## src/design/ols_pkg.sv

```systemverilog
`timescale 1ns / 1ps
// Shared types and constants for the ordered list store.
package ols_pkg;

   localparam int OLS_DEPTH   = 32;  // default number of entries
   localparam int OLS_MAX_OUT = 32;  // most beats a traverse emits
   localparam int DATA_W      = 32;
   localparam int POS_W       = 5;
   localparam int TDATA_W     = 40;  // data + index, padded to whole bytes

   typedef enum logic [1:0] {
      FN_INSERT   = 2'd0,
      FN_DELETE   = 2'd1,
      FN_SEARCH   = 2'd2,
      FN_TRAVERSE = 2'd3
   } func_type;

   typedef enum logic [2:0] {
      ST_OK       = 3'd0,
      ST_EMPTY    = 3'd1,
      ST_RANGE    = 3'd2,
      ST_FULL     = 3'd3,
      ST_NOTFOUND = 3'd4
   } status_type;

   // controller -> datapath
   typedef struct packed {
      logic       load_req;      // latch search value, set walk pointer
      logic       ptr_from_pos;  // walk pointer starts at the delete position
      logic       mem_rd;        // read entry at walk pointer, advance pointer
      logic       rd_take;       // read data has been used
      logic       wr_ins;        // append request value at the tail
      logic       wr_shift;      // move read entry down by one place
      logic       cnt_dec;
      logic       out_load;
      status_type out_status;
      logic       out_use_data;
      logic       out_use_idx;
      logic       out_last;
   } cmd_type;

   // datapath -> controller
   typedef struct packed {
      logic full;
      logic empty;
      logic pos_over;   // request position at or past the count
      logic ptr_more;   // walk pointer below the count
      logic trav_more;  // walk pointer below the traverse limit
      logic trav_last;  // read entry is the final traverse beat
      logic rd_vld;
      logic match;
      logic out_free;
   } sts_type;

endpackage

```

## src/design/ordered_list_store.sv

```systemverilog
`timescale 1ns / 1ps
// Top level of the ordered list store: controller, datapath and checks.
// An ordered list of up to DEPTH signed 32-bit values held in a single-port-read
// memory. On delete the entries behind the removed one are moved down one a
// cycle through the memory's one read port; the delete's result beat is loaded
// in S_DEL_HEAD, before the shift. Search reads one entry a cycle.
// Traverse emits min(count, 32) beats, one a cycle, slowed only by
// back-pressure on the result side. A new request is taken only once the
// previous operation is finished and the result register can load.
// Reset clears the count, pointer and valid flags; entries need no clearing pass.
module ordered_list_store #(
   parameter int DEPTH = ols_pkg::OLS_DEPTH
) (
   input  logic                        clock,
   input  logic                        reset,
   input  logic                        req_tvalid,
   output logic                        req_tready,
   input  logic [ols_pkg::TDATA_W-1:0] req_tdata,  // [31:0] value, [36:32] position
   input  logic [1:0]                  req_tuser,  // [1:0] func
   output logic                        rsp_tvalid,
   input  logic                        rsp_tready,
   output logic [ols_pkg::TDATA_W-1:0] rsp_tdata,  // [31:0] data, [36:32] index
   output logic [2:0]                  rsp_tuser,  // [2:0] status
   output logic                        rsp_tlast
);
   import ols_pkg::*;

   cmd_type cmd;
   sts_type sts;

   ols_ctrl u_ctrl (
      .clock      (clock),
      .reset      (reset),
      .req_tvalid (req_tvalid),
      .req_tready (req_tready),
      .req_func   (req_tuser),
      .sts        (sts),
      .cmd        (cmd)
   );

   ols_dpath #(
      .DEPTH (DEPTH)
   ) u_dpath (
      .clock        (clock),
      .reset        (reset),
      .cmd          (cmd),
      .sts          (sts),
      .req_value    (req_tdata[DATA_W-1:0]),
      .req_position (req_tdata[DATA_W+POS_W-1:DATA_W]),
      .rsp_tvalid   (rsp_tvalid),
      .rsp_tready   (rsp_tready),
      .rsp_tdata    (rsp_tdata),
      .rsp_tuser    (rsp_tuser),
      .rsp_tlast    (rsp_tlast)
   );

   // never load the result register over a beat that is still waiting
   a_no_overwrite: assert property (@(posedge clock) disable iff (reset)
      cmd.out_load |-> sts.out_free)
      else $error("result register loaded while holding a stalled beat");

   a_ready_needs_room: assert property (@(posedge clock) disable iff (reset)
      req_tready |-> (!rsp_tvalid || rsp_tready))
      else $error("request taken while a result beat is stalled");

   a_full_insert_holds: assert property (@(posedge clock) disable iff (reset)
      (req_tvalid && req_tready && req_tuser == FN_INSERT && sts.full) |=> sts.full)
      else $error("insert into a full store changed the count");

endmodule

```

## src/design/ols_dpath.sv

```systemverilog
`timescale 1ns / 1ps
// Datapath: entry memory, count, walk pointer, read register and result register.
module ols_dpath #(
   parameter int DEPTH = ols_pkg::OLS_DEPTH
) (
   input  logic                          clock,
   input  logic                          reset,
   input  ols_pkg::cmd_type              cmd,
   output ols_pkg::sts_type              sts,
   input  logic [ols_pkg::DATA_W-1:0]    req_value,
   input  logic [ols_pkg::POS_W-1:0]     req_position,
   output logic                          rsp_tvalid,
   input  logic                          rsp_tready,
   output logic [ols_pkg::TDATA_W-1:0]   rsp_tdata,
   output logic [2:0]                    rsp_tuser,
   output logic                          rsp_tlast
);
   import ols_pkg::*;

   localparam int AW = $clog2(DEPTH);
   localparam int CW = $clog2(DEPTH + 1);
   localparam int XW = (CW > 6) ? CW : 6;  // common width for compares

   logic [DATA_W-1:0] mem [DEPTH];

   logic [CW-1:0]     count_ff, count_in;
   logic [CW-1:0]     ptr_ff, ptr_in;
   logic [CW-1:0]     rd_idx_ff;
   logic [DATA_W-1:0] rd_data_ff;
   logic              rd_vld_ff, rd_vld_in;
   logic [DATA_W-1:0] value_ff;

   logic              out_valid_ff, out_valid_in;
   status_type        out_status_ff;
   logic [DATA_W-1:0] out_data_ff;
   logic [POS_W-1:0]  out_index_ff;
   logic              out_last_ff;

   logic [XW-1:0]     count_x, ptr_x, pos_x, idx_x, lim_x;
   logic              wr_en;
   logic [AW-1:0]     wr_addr;
   logic [DATA_W-1:0] wr_data;

   assign count_x = XW'(count_ff);
   assign ptr_x   = XW'(ptr_ff);
   assign pos_x   = XW'(req_position);
   assign idx_x   = XW'(rd_idx_ff);
   assign lim_x   = (count_x > XW'(OLS_MAX_OUT)) ? XW'(OLS_MAX_OUT) : count_x;

   assign sts.full      = (count_ff == CW'(DEPTH));
   assign sts.empty     = (count_ff == '0);
   assign sts.pos_over  = (pos_x >= count_x);
   assign sts.ptr_more  = (ptr_x < count_x);
   assign sts.trav_more = (ptr_x < lim_x);
   assign sts.trav_last = (XW'(idx_x + XW'(1)) == lim_x);
   assign sts.rd_vld    = rd_vld_ff;
   assign sts.match     = (rd_data_ff == value_ff);
   assign sts.out_free  = !out_valid_ff || rsp_tready;

   always_comb begin
      count_in = count_ff;
      if (cmd.wr_ins) begin
         count_in = CW'(count_ff + CW'(1));
      end else if (cmd.cnt_dec) begin
         count_in = CW'(count_ff - CW'(1));
      end
   end

   always_comb begin
      ptr_in = ptr_ff;
      if (cmd.load_req) begin
         ptr_in = cmd.ptr_from_pos ? CW'(req_position) : '0;
      end else if (cmd.mem_rd) begin
         ptr_in = CW'(ptr_ff + CW'(1));
      end
   end

   assign rd_vld_in    = cmd.mem_rd || (rd_vld_ff && !cmd.rd_take);
   assign out_valid_in = cmd.out_load || (out_valid_ff && !rsp_tready);

   // single write port: tail append or one-place shift during delete
   assign wr_en   = cmd.wr_ins || cmd.wr_shift;
   assign wr_addr = cmd.wr_ins ? count_ff[AW-1:0] : AW'(rd_idx_ff - CW'(1));
   assign wr_data = cmd.wr_ins ? req_value : rd_data_ff;

   always_ff @(posedge clock) begin
      if (wr_en) begin
         mem[wr_addr] <= wr_data;
      end
      if (cmd.mem_rd) begin
         rd_data_ff <= mem[ptr_ff[AW-1:0]];
         rd_idx_ff  <= ptr_ff;
      end
      if (cmd.load_req) begin
         value_ff <= req_value;
      end
      if (cmd.out_load) begin
         out_status_ff <= cmd.out_status;
         out_data_ff   <= cmd.out_use_data ? rd_data_ff : '0;
         out_index_ff  <= cmd.out_use_idx ? POS_W'(rd_idx_ff) : '0;
         out_last_ff   <= cmd.out_last;
      end
   end

   always_ff @(posedge clock) begin
      if (reset) begin
         count_ff     <= '0;
         ptr_ff       <= '0;
         rd_vld_ff    <= 1'b0;
         out_valid_ff <= 1'b0;
      end else begin
         count_ff     <= count_in;
         ptr_ff       <= ptr_in;
         rd_vld_ff    <= rd_vld_in;
         out_valid_ff <= out_valid_in;
      end
   end

   assign rsp_tvalid = out_valid_ff;
   assign rsp_tdata  = {{(TDATA_W - DATA_W - POS_W){1'b0}}, out_index_ff, out_data_ff};
   assign rsp_tuser  = out_status_ff;
   assign rsp_tlast  = out_last_ff;

endmodule

```

## src/design/ols_ctrl.sv

```systemverilog
`timescale 1ns / 1ps
// Controller: operation sequencing for insert, delete, search and traverse.
module ols_ctrl (
   input  logic             clock,
   input  logic             reset,
   input  logic             req_tvalid,
   output logic             req_tready,
   input  logic [1:0]       req_func,
   input  ols_pkg::sts_type sts,
   output ols_pkg::cmd_type cmd
);
   import ols_pkg::*;

   typedef enum logic [5:0] {
      S_IDLE      = 6'b000001,
      S_DEL_RD    = 6'b000010,
      S_DEL_HEAD  = 6'b000100,
      S_DEL_SHIFT = 6'b001000,
      S_SRCH      = 6'b010000,
      S_TRAV      = 6'b100000
   } state_type;

   state_type state_ff, state_in;
   logic      take;
   logic      trav_load;

   // only used in idle, where ready is the result slot being free
   assign take      = req_tvalid && sts.out_free;
   assign trav_load = sts.rd_vld && sts.out_free;

   always_comb begin
      state_in   = state_ff;
      req_tready = 1'b0;
      cmd        = '0;
      cmd.out_status = ST_OK;
      cmd.out_last   = 1'b1;
      case (state_ff)
         S_IDLE: begin
            req_tready = sts.out_free;
            if (take) begin
               case (func_type'(req_func))
                  FN_INSERT: begin
                     cmd.out_load = 1'b1;
                     if (sts.full) begin
                        cmd.out_status = ST_FULL;
                     end else begin
                        cmd.wr_ins = 1'b1;
                     end
                  end
                  FN_DELETE: begin
                     if (sts.empty) begin
                        cmd.out_load   = 1'b1;
                        cmd.out_status = ST_EMPTY;
                     end else if (sts.pos_over) begin
                        cmd.out_load   = 1'b1;
                        cmd.out_status = ST_RANGE;
                     end else begin
                        cmd.load_req     = 1'b1;
                        cmd.ptr_from_pos = 1'b1;
                        state_in         = S_DEL_RD;
                     end
                  end
                  FN_SEARCH: begin
                     if (sts.empty) begin
                        cmd.out_load   = 1'b1;
                        cmd.out_status = ST_NOTFOUND;
                     end else begin
                        cmd.load_req = 1'b1;
                        state_in     = S_SRCH;
                     end
                  end
                  FN_TRAVERSE: begin
                     if (sts.empty) begin
                        cmd.out_load   = 1'b1;
                        cmd.out_status = ST_EMPTY;
                     end else begin
                        cmd.load_req = 1'b1;
                        state_in     = S_TRAV;
                     end
                  end
                  default: begin
                     state_in = S_IDLE;
                  end
               endcase
            end
         end
         S_DEL_RD: begin
            cmd.mem_rd = 1'b1;
            state_in   = S_DEL_HEAD;
         end
         S_DEL_HEAD: begin
            // read data is the removed entry; report it now, then close the gap
            cmd.rd_take      = 1'b1;
            cmd.out_load     = 1'b1;
            cmd.out_use_data = 1'b1;
            if (sts.ptr_more) begin
               cmd.mem_rd = 1'b1;
               state_in   = S_DEL_SHIFT;
            end else begin
               cmd.cnt_dec = 1'b1;
               state_in    = S_IDLE;
            end
         end
         S_DEL_SHIFT: begin
            cmd.rd_take  = 1'b1;
            cmd.wr_shift = 1'b1;
            if (sts.ptr_more) begin
               cmd.mem_rd = 1'b1;
            end else begin
               cmd.cnt_dec = 1'b1;
               state_in    = S_IDLE;
            end
         end
         S_SRCH: begin
            cmd.rd_take = 1'b1;
            if (sts.rd_vld && sts.match) begin
               cmd.out_load    = 1'b1;
               cmd.out_use_idx = 1'b1;
               state_in        = S_IDLE;
            end else if (sts.ptr_more) begin
               cmd.mem_rd = 1'b1;
            end else begin
               cmd.out_load   = 1'b1;
               cmd.out_status = ST_NOTFOUND;
               state_in       = S_IDLE;
            end
         end
         S_TRAV: begin
            // one entry in flight; next read issues as soon as its slot frees
            cmd.out_last = sts.trav_last;
            if (trav_load) begin
               cmd.out_load     = 1'b1;
               cmd.out_use_data = 1'b1;
               cmd.out_use_idx  = 1'b1;
               cmd.rd_take      = 1'b1;
               if (sts.trav_last) begin
                  state_in = S_IDLE;
               end
            end
            cmd.mem_rd = sts.trav_more && (!sts.rd_vld || trav_load) &&
                         !(trav_load && sts.trav_last);
         end
         default: begin
            state_in = S_IDLE;
         end
      endcase
   end

   always_ff @(posedge clock) begin
      if (reset) begin
         state_ff <= S_IDLE;
      end else begin
         state_ff <= state_in;
      end
   end

endmodule
```

## config.mk

```make
export PLATFORM = sky130hd
export DESIGN_NAME = ordered_list_store
export DESIGN_NICKNAME = d
export VERILOG_FILES = /design/src/design/ols_pkg.sv /design/src/design/ordered_list_store.sv /design/src/design/ols_dpath.sv /design/src/design/ols_ctrl.sv
export SDC_FILE = /design/constraint.sdc
export NUM_CORES = 1
export LEC_CHECK = 0
export BUFFER_PORTS_ARGS = -buffer_cell sky130_fd_sc_hd__buf_2
export CAP_MARGIN = 20
export CELL_PAD_IN_SITES_DETAIL_PLACEMENT = 1
export CELL_PAD_IN_SITES_GLOBAL_PLACEMENT = 1
export CORE_MARGIN = 1
export CORE_UTILIZATION = 30
export DETAILED_ROUTE_END_ITERATION = 8
export PLACE_DENSITY = 0.55
export REMOVE_ABC_BUFFERS = 1
export SLEW_MARGIN = 20
export SYNTH_ARGS = -nofsm -noshare
export SYNTH_HDL_FRONTEND = slang
export SYNTH_HIERARCHICAL = 1
export SYNTH_SLANG_ARGS = --single-unit
export TNS_END_PERCENT = 50
```

## constraint.sdc

```tcl
create_clock -name clock -period 7.59 [get_ports clock]
set_input_delay 1.518 -clock clock [delete_from_list [all_inputs] [get_ports clock]]
set_output_delay 1.518 -clock clock [all_outputs]
set_load 0.1 [all_outputs]
```

Word level (Yosys, flattened, before mapping)
Memory sizes are Yosys's and may differ from the RTL's. A register that Yosys moved wholly into a read port is not among the register bits. Index checks and enable logic that the tools add are counted.

Register bits after elaboration: 99. Bits in latches: 0. RAM bits: 1024. Bits in read-only memories: 0. Output and inout port bits: 46. Word-level logic and storage cells: 125. Memories: 1.

Memories: u_dpath.mem (depth 32, bits a word 32, rd ports 1, clocked after memory_dff 1, wr ports 1, RTL line ols_dpath.sv:24) `logic [DATA_W-1:0] mem [DEPTH];`.

Add/sub/neg operators: 5. $mul: 0. Div/mod/pow operators: 0. Order comparisons: 4. Equal/unequal tests: 20. Shift operators: 0. Muxes and demuxes: 58. Bitwise gates (word level): 0. Reductions and logical operators: 26.

Operator list (count): 6-bit 2-to-1 mux (14); 6-bit one-hot mux with 6 select lines (1); 32-bit == test (1); 32-bit 2-to-1 mux (1); 4-bit 2-to-1 mux (7); 6-bit by 1-bit adder with 6-bit output (second input constant) (3); 6-bit one-hot mux with 3 select lines (1); 1-bit 2-to-1 mux (17); 4-bit one-hot mux with 4 select lines (1); 6-bit == test (second input constant) (2); 6-bit less-than comparator (2); 2-bit 2-to-1 mux (6); 3-bit inequality test (second input constant) (4); 5-bit 2-to-1 mux (2); 1-bit logical AND (8); 1-bit one-hot mux with 2 select lines (4); 1-bit one-hot mux with 4 select lines (2); 8-bit AND reduction (1); 6-bit by 1-bit == test with 1-bit output (second input constant) (1); 6-bit by 2-bit == test with 1-bit output (second input constant) (1); 6-bit by 3-bit == test with 1-bit output (second input constant) (1); 6-bit by 4-bit == test with 1-bit output (second input constant) (1); 6-bit by 5-bit == test with 1-bit output (second input constant) (1); 6-bit == test (1); 17 further kinds (30).

Longest topological paths before layout
Depth after elaboration: 9. Mapped depth: 16. Gate-level depth less buffers: 14.

Modules after synthesis
Netlist, hierarchy kept.

By module, submodules not included: ols_dpath (instances 1, cells each 2146, area each 44530.2 sq um, sequential area each 34363.0 sq um); ols_ctrl (instances 1, cells each 82, area each 623.1 sq um, sequential area each 120.1 sq um).

Worst setup path before layout
No wires, ideal clock.

Kind: input to register. Start point: in req_tdata[32] (netlist name). End point: reg u_dpath.ptr_ff[4]. Setup time: 65 ps. Data arrival time: 6630 ps. Data required time: 7525 ps. Setup slack: 895 ps. Stages on the path: 14. Cells stage by stage: inv_1 -> ha_1 -> nand2b_1 -> a21oi_1 -> nor2b_1 -> o21ai_0 -> a211oi_1 -> inv_1 -> a211oi_1 -> nor4_1 -> and3_1 -> o22a_1 -> o22ai_1 -> nor2_1.

RTL lines: start: declaration (RTL line ordered_list_store.sv:18) `input logic [ols_pkg::TDATA_W-1:0] req_tdata,`; end signal: assignment (RTL line ols_dpath.sv:113) `ptr_ff <= ptr_in;`; end: declaration (RTL line ols_dpath.sv:27) `logic [CW-1:0] ptr_ff, ptr_in;`.

==> run metrics <==
total wire length=between 100000 and 150000 µm; switching pwr=just under 4 mW; Clock Tree Buf Depth=3; Syn Std Cell Area=about 45000 µm²; mux contribution to synthesized area=13.3%; Die X=approximately 390 µm; post-CTS setup buffer count=0; CTS Root Cell=clkbuf_16; clock tree from TritonCTS=yes; Sequential Power Share=a little under 50%; synth top area cells=edfxtp_1 (75%), mux4_2 (9.6%), mux2i_1 (2.9%), a22oi_1 (1.6%), dfxtp_1 (0.89%); Post-synth ARST share=0%; DR DRC count=0; final std cells w/o fill=between 4000 and 5000; first-pass GRT wire length=approximately 180000 µm; Hold Path Class=reg2reg; slew margin rel.=about 30%; crit-path most repeated cell=buf_4; DP HPWL=about 74000 µm; grt ovf=0; crit-path cells=buf_2 > nand2b_1 > nand3_2 > nor3b_2 > buf_4 > nand2_1 > o21ai_0 > nand3_1 > nor2_4 > buf_4; Cell Rows=between 100 and 150; CP max FO=30; proportion of netlist area held by the largest area contributor=75.5%; worst-margin pin slew=around 1.1 ns; Fin Setup TNS=0 ns; Synth top cells by count=edfxtp_1 (1135), mux4_2 (193), mux2i_1 (129); Yosys warnings=6; area leader, netlist=edfxtp_1; Total GRT Usage=16.7%; worst skew pair latency=between 0.7 and 0.8 ns; Reg-to-Reg End=u_dpath/mem[14][3]$_DFFE_PP_; WHS Endpoint=u_dpath/idx_x[5]$_DFFE_PP_; Post-Synth Adder-Cell Area=less than 1%; CP endpoint kind=register; GP Congestion=between 0.7 and 0.8; cell depth of the worst flop-to-flop path=10; placed insts=4260; Max stage delay on crit path=0.88 ns; # IOs=92; Synth Instances=roughly 2200; # resized after CTS=0; Final nets=2454; Die H=390 µm; Final Hold Fails=0; most frequent cell after synthesis=edfxtp_1; status=completed; total number of vias=approximately 23000; peak supply drop=between 200 and 250 µV; clock buffer count from CTS=between 100 and 150; Initial Utilization=a little under a third; total power=approximately 15 mW; Worst Setup Path Type=in2reg; core region area=149000 µm²; hold path startpoint=u_dpath/ptr_ff[5]$_SDFFE_PP0P_; initial drt markers=approximately 1900; Post-Route Skew=0.0448 ns; number of flops mapped to enable cells by yosys=~1100; Slew Limit Fails=0; placed cell areas=between 40000 and 50000 µm²; P_int=11.1 mW; RSZ-0062 raised after global routing=false; die area=roughly 150000 µm²; crit path time final=between 5 and 6 ns; critical path's top delay family=simple AND/OR/NAND/NOR gates; Leakage=between 15 and 20 nW; Post-DRT Antenna Nets=0; Fillers=roughly 15000; Synth Area in Compound Gates=between 4 and 5%; number of global-route vias before repair=about 24000; Seq/Total Area, Yosys=76.4%; hold-fix buffers at CTS=0; Critical Path Source Type=input port; Yosys reg bits=approximately 1200; WL/cell=between 20 and 30 µm; crit share post-route=roughly two thirds; CTS sink cnt=about 1200; # H-tree levels=3; Max-cap violations=0; finished layout cell area=52300 µm²; CP max stage cell=nor2_4; Clock power frac=a little under two fifths; P per Cell Area=288 nW/µm²; area added between synthesis and finish=15.8%; XOR/XNOR share of the synthesized area=0.970%; Data arrival, critical path=around 5.5 ns; reg2reg start=u_ctrl/state_ff[1]$_SDFFE_PP0P_; antenna violations before repair=7; main combinational cell family by area after synthesis=multiplexers; PortBufs=85; Top FF cell, synth=edfxtp_1; WP data required=8.00 ns; Switching Share=between 20% and 30%; drt first pass iters=5; CP Depth=10; share of cells above drive strength 1=between 20 and 25%; Via density=just over 5; clock slew at reported path FFs=about 0.070 ns; setup slack, reg-to-reg=between 2 and 3 ns; Logic pwr share=between 10% and 20%; Bufs and invs on worst path=3; Post-Synth Simple-Gate Area=2.46%; fmax=slightly below 0.2 GHz; largest net degree at the start of global routing=107; endpoints failing setup=0; Cell variety after synth=65; syn avg cell area=between 20 and 25 µm²; Hold Slack=between 0.5 and 0.6 ns; hold depth=0
[placed cells by master (no fill, tap or decap), types with 16 or more instances in the layout]
cell,count
edfxtp_1,1135
mux4_2,193
mux2i_1,129
clkbuf_16,120
a22oi_1,95
buf_2,85
buf_4,58
a21oi_1,50
xor2_1,41
a211oi_1,38
and2_1,38
clkinv_1,37
o22ai_1,34
mux2_2,33
o221ai_1,32
nor2_1,30
clkbuf_1,27
nand2_1,27
ha_1,26
nor2_4,25
clkinv_2,18
inv_1,18
dfxtp_1,16
[power groups by stage]
stage / Sequential (mW) / Combinational, mW / Clock, mW
final: 7.43 / 1.88 / 5.71
after global routing: 7.45 / 1.99 / 6.05
after CTS: 7.44 / 1.90 / 5.86
after detailed placement: 7.57 / 1.90 / 0
after global placement: 7.56 / 1.85 / 0
after floorplan: 8.01 / 1.03 / 0
[sequential cells by signal, indices dropped and copies added, names as in the netlist, 5 cells and up]
name and flops:
u_ctrl/state_ff 6, u_dpath/mem 1024, u_dpath/rd_data_ff 32, u_dpath/out_data_ff 32
u_dpath/ptr_ff 6, u_dpath/count_ff 6, u_dpath/out_index_ff 5, u_dpath/value_ff 32
u_dpath/idx_x 6
[metal layers]
layer	wire, µm	GRT usage (%)
met2	59700	26.4
met3	8480	3.54
met5	0	0
met4	3760	5.30
met1	56500	23.0
[worst max-delay path by stage]
stage	startpoint	endpoint	slack, ns
global route	rsp_tready	u_dpath/mem[15][10]$_DFFE_PP_	2.24
CTS	rsp_tready	u_dpath/mem[15][6]$_DFFE_PP_	2.51
finish	rsp_tready	u_dpath/mem[14][3]$_DFFE_PP_	2.49
global placement	rsp_tready	u_dpath/mem[22][22]$_DFFE_PP_	1.80
floorplan	u_dpath/ptr_ff[0]$_SDFFE_PP0P_	u_dpath/ptr_ff[3]$_SDFFE_PP0P_	-7.47
detailed placement	rsp_tready	u_dpath/mem[14][3]$_DFFE_PP_	1.72
[logic make-up after synthesis]
kind of cell               after synthesis
AOI/OAI and AO/OA                      292
and+or+nand+nor                        206
buffers and inverters                  142
DFF                                   1155
adders and majority gates               27
muxes                                  355
other                                    1
xor gates and xnor gates                50
[area by class of cell]
type / count / area, µm² / share of cell area [%]
flip-flops and latches: 1155 / 34500 / 66.0
multi-input cells: 933 / 10300 / 19.7
clock buffers: 147 / 3100 / 5.94
well taps: 2002 / 2500 / 4.79
repair buffers: 153 / 1120 / 2.14
clock inverters: 76 / 691 / 1.32
inverters: 18 / 67.6 / 0.129
diodes: 2 / 5.00 / 0.00957
[metrics by stage]
stage / utilization (%) / setup slack (ns)
floorplan: - / -7.47
detailed placement: 32.6 / 1.72
global placement: 32.5 / 1.80
CTS: 35.2 / 2.51
finish: 35.2 / 2.49
global route: 35.2 / 2.24
Note: power is estimated with default switching activity, not from simulation.
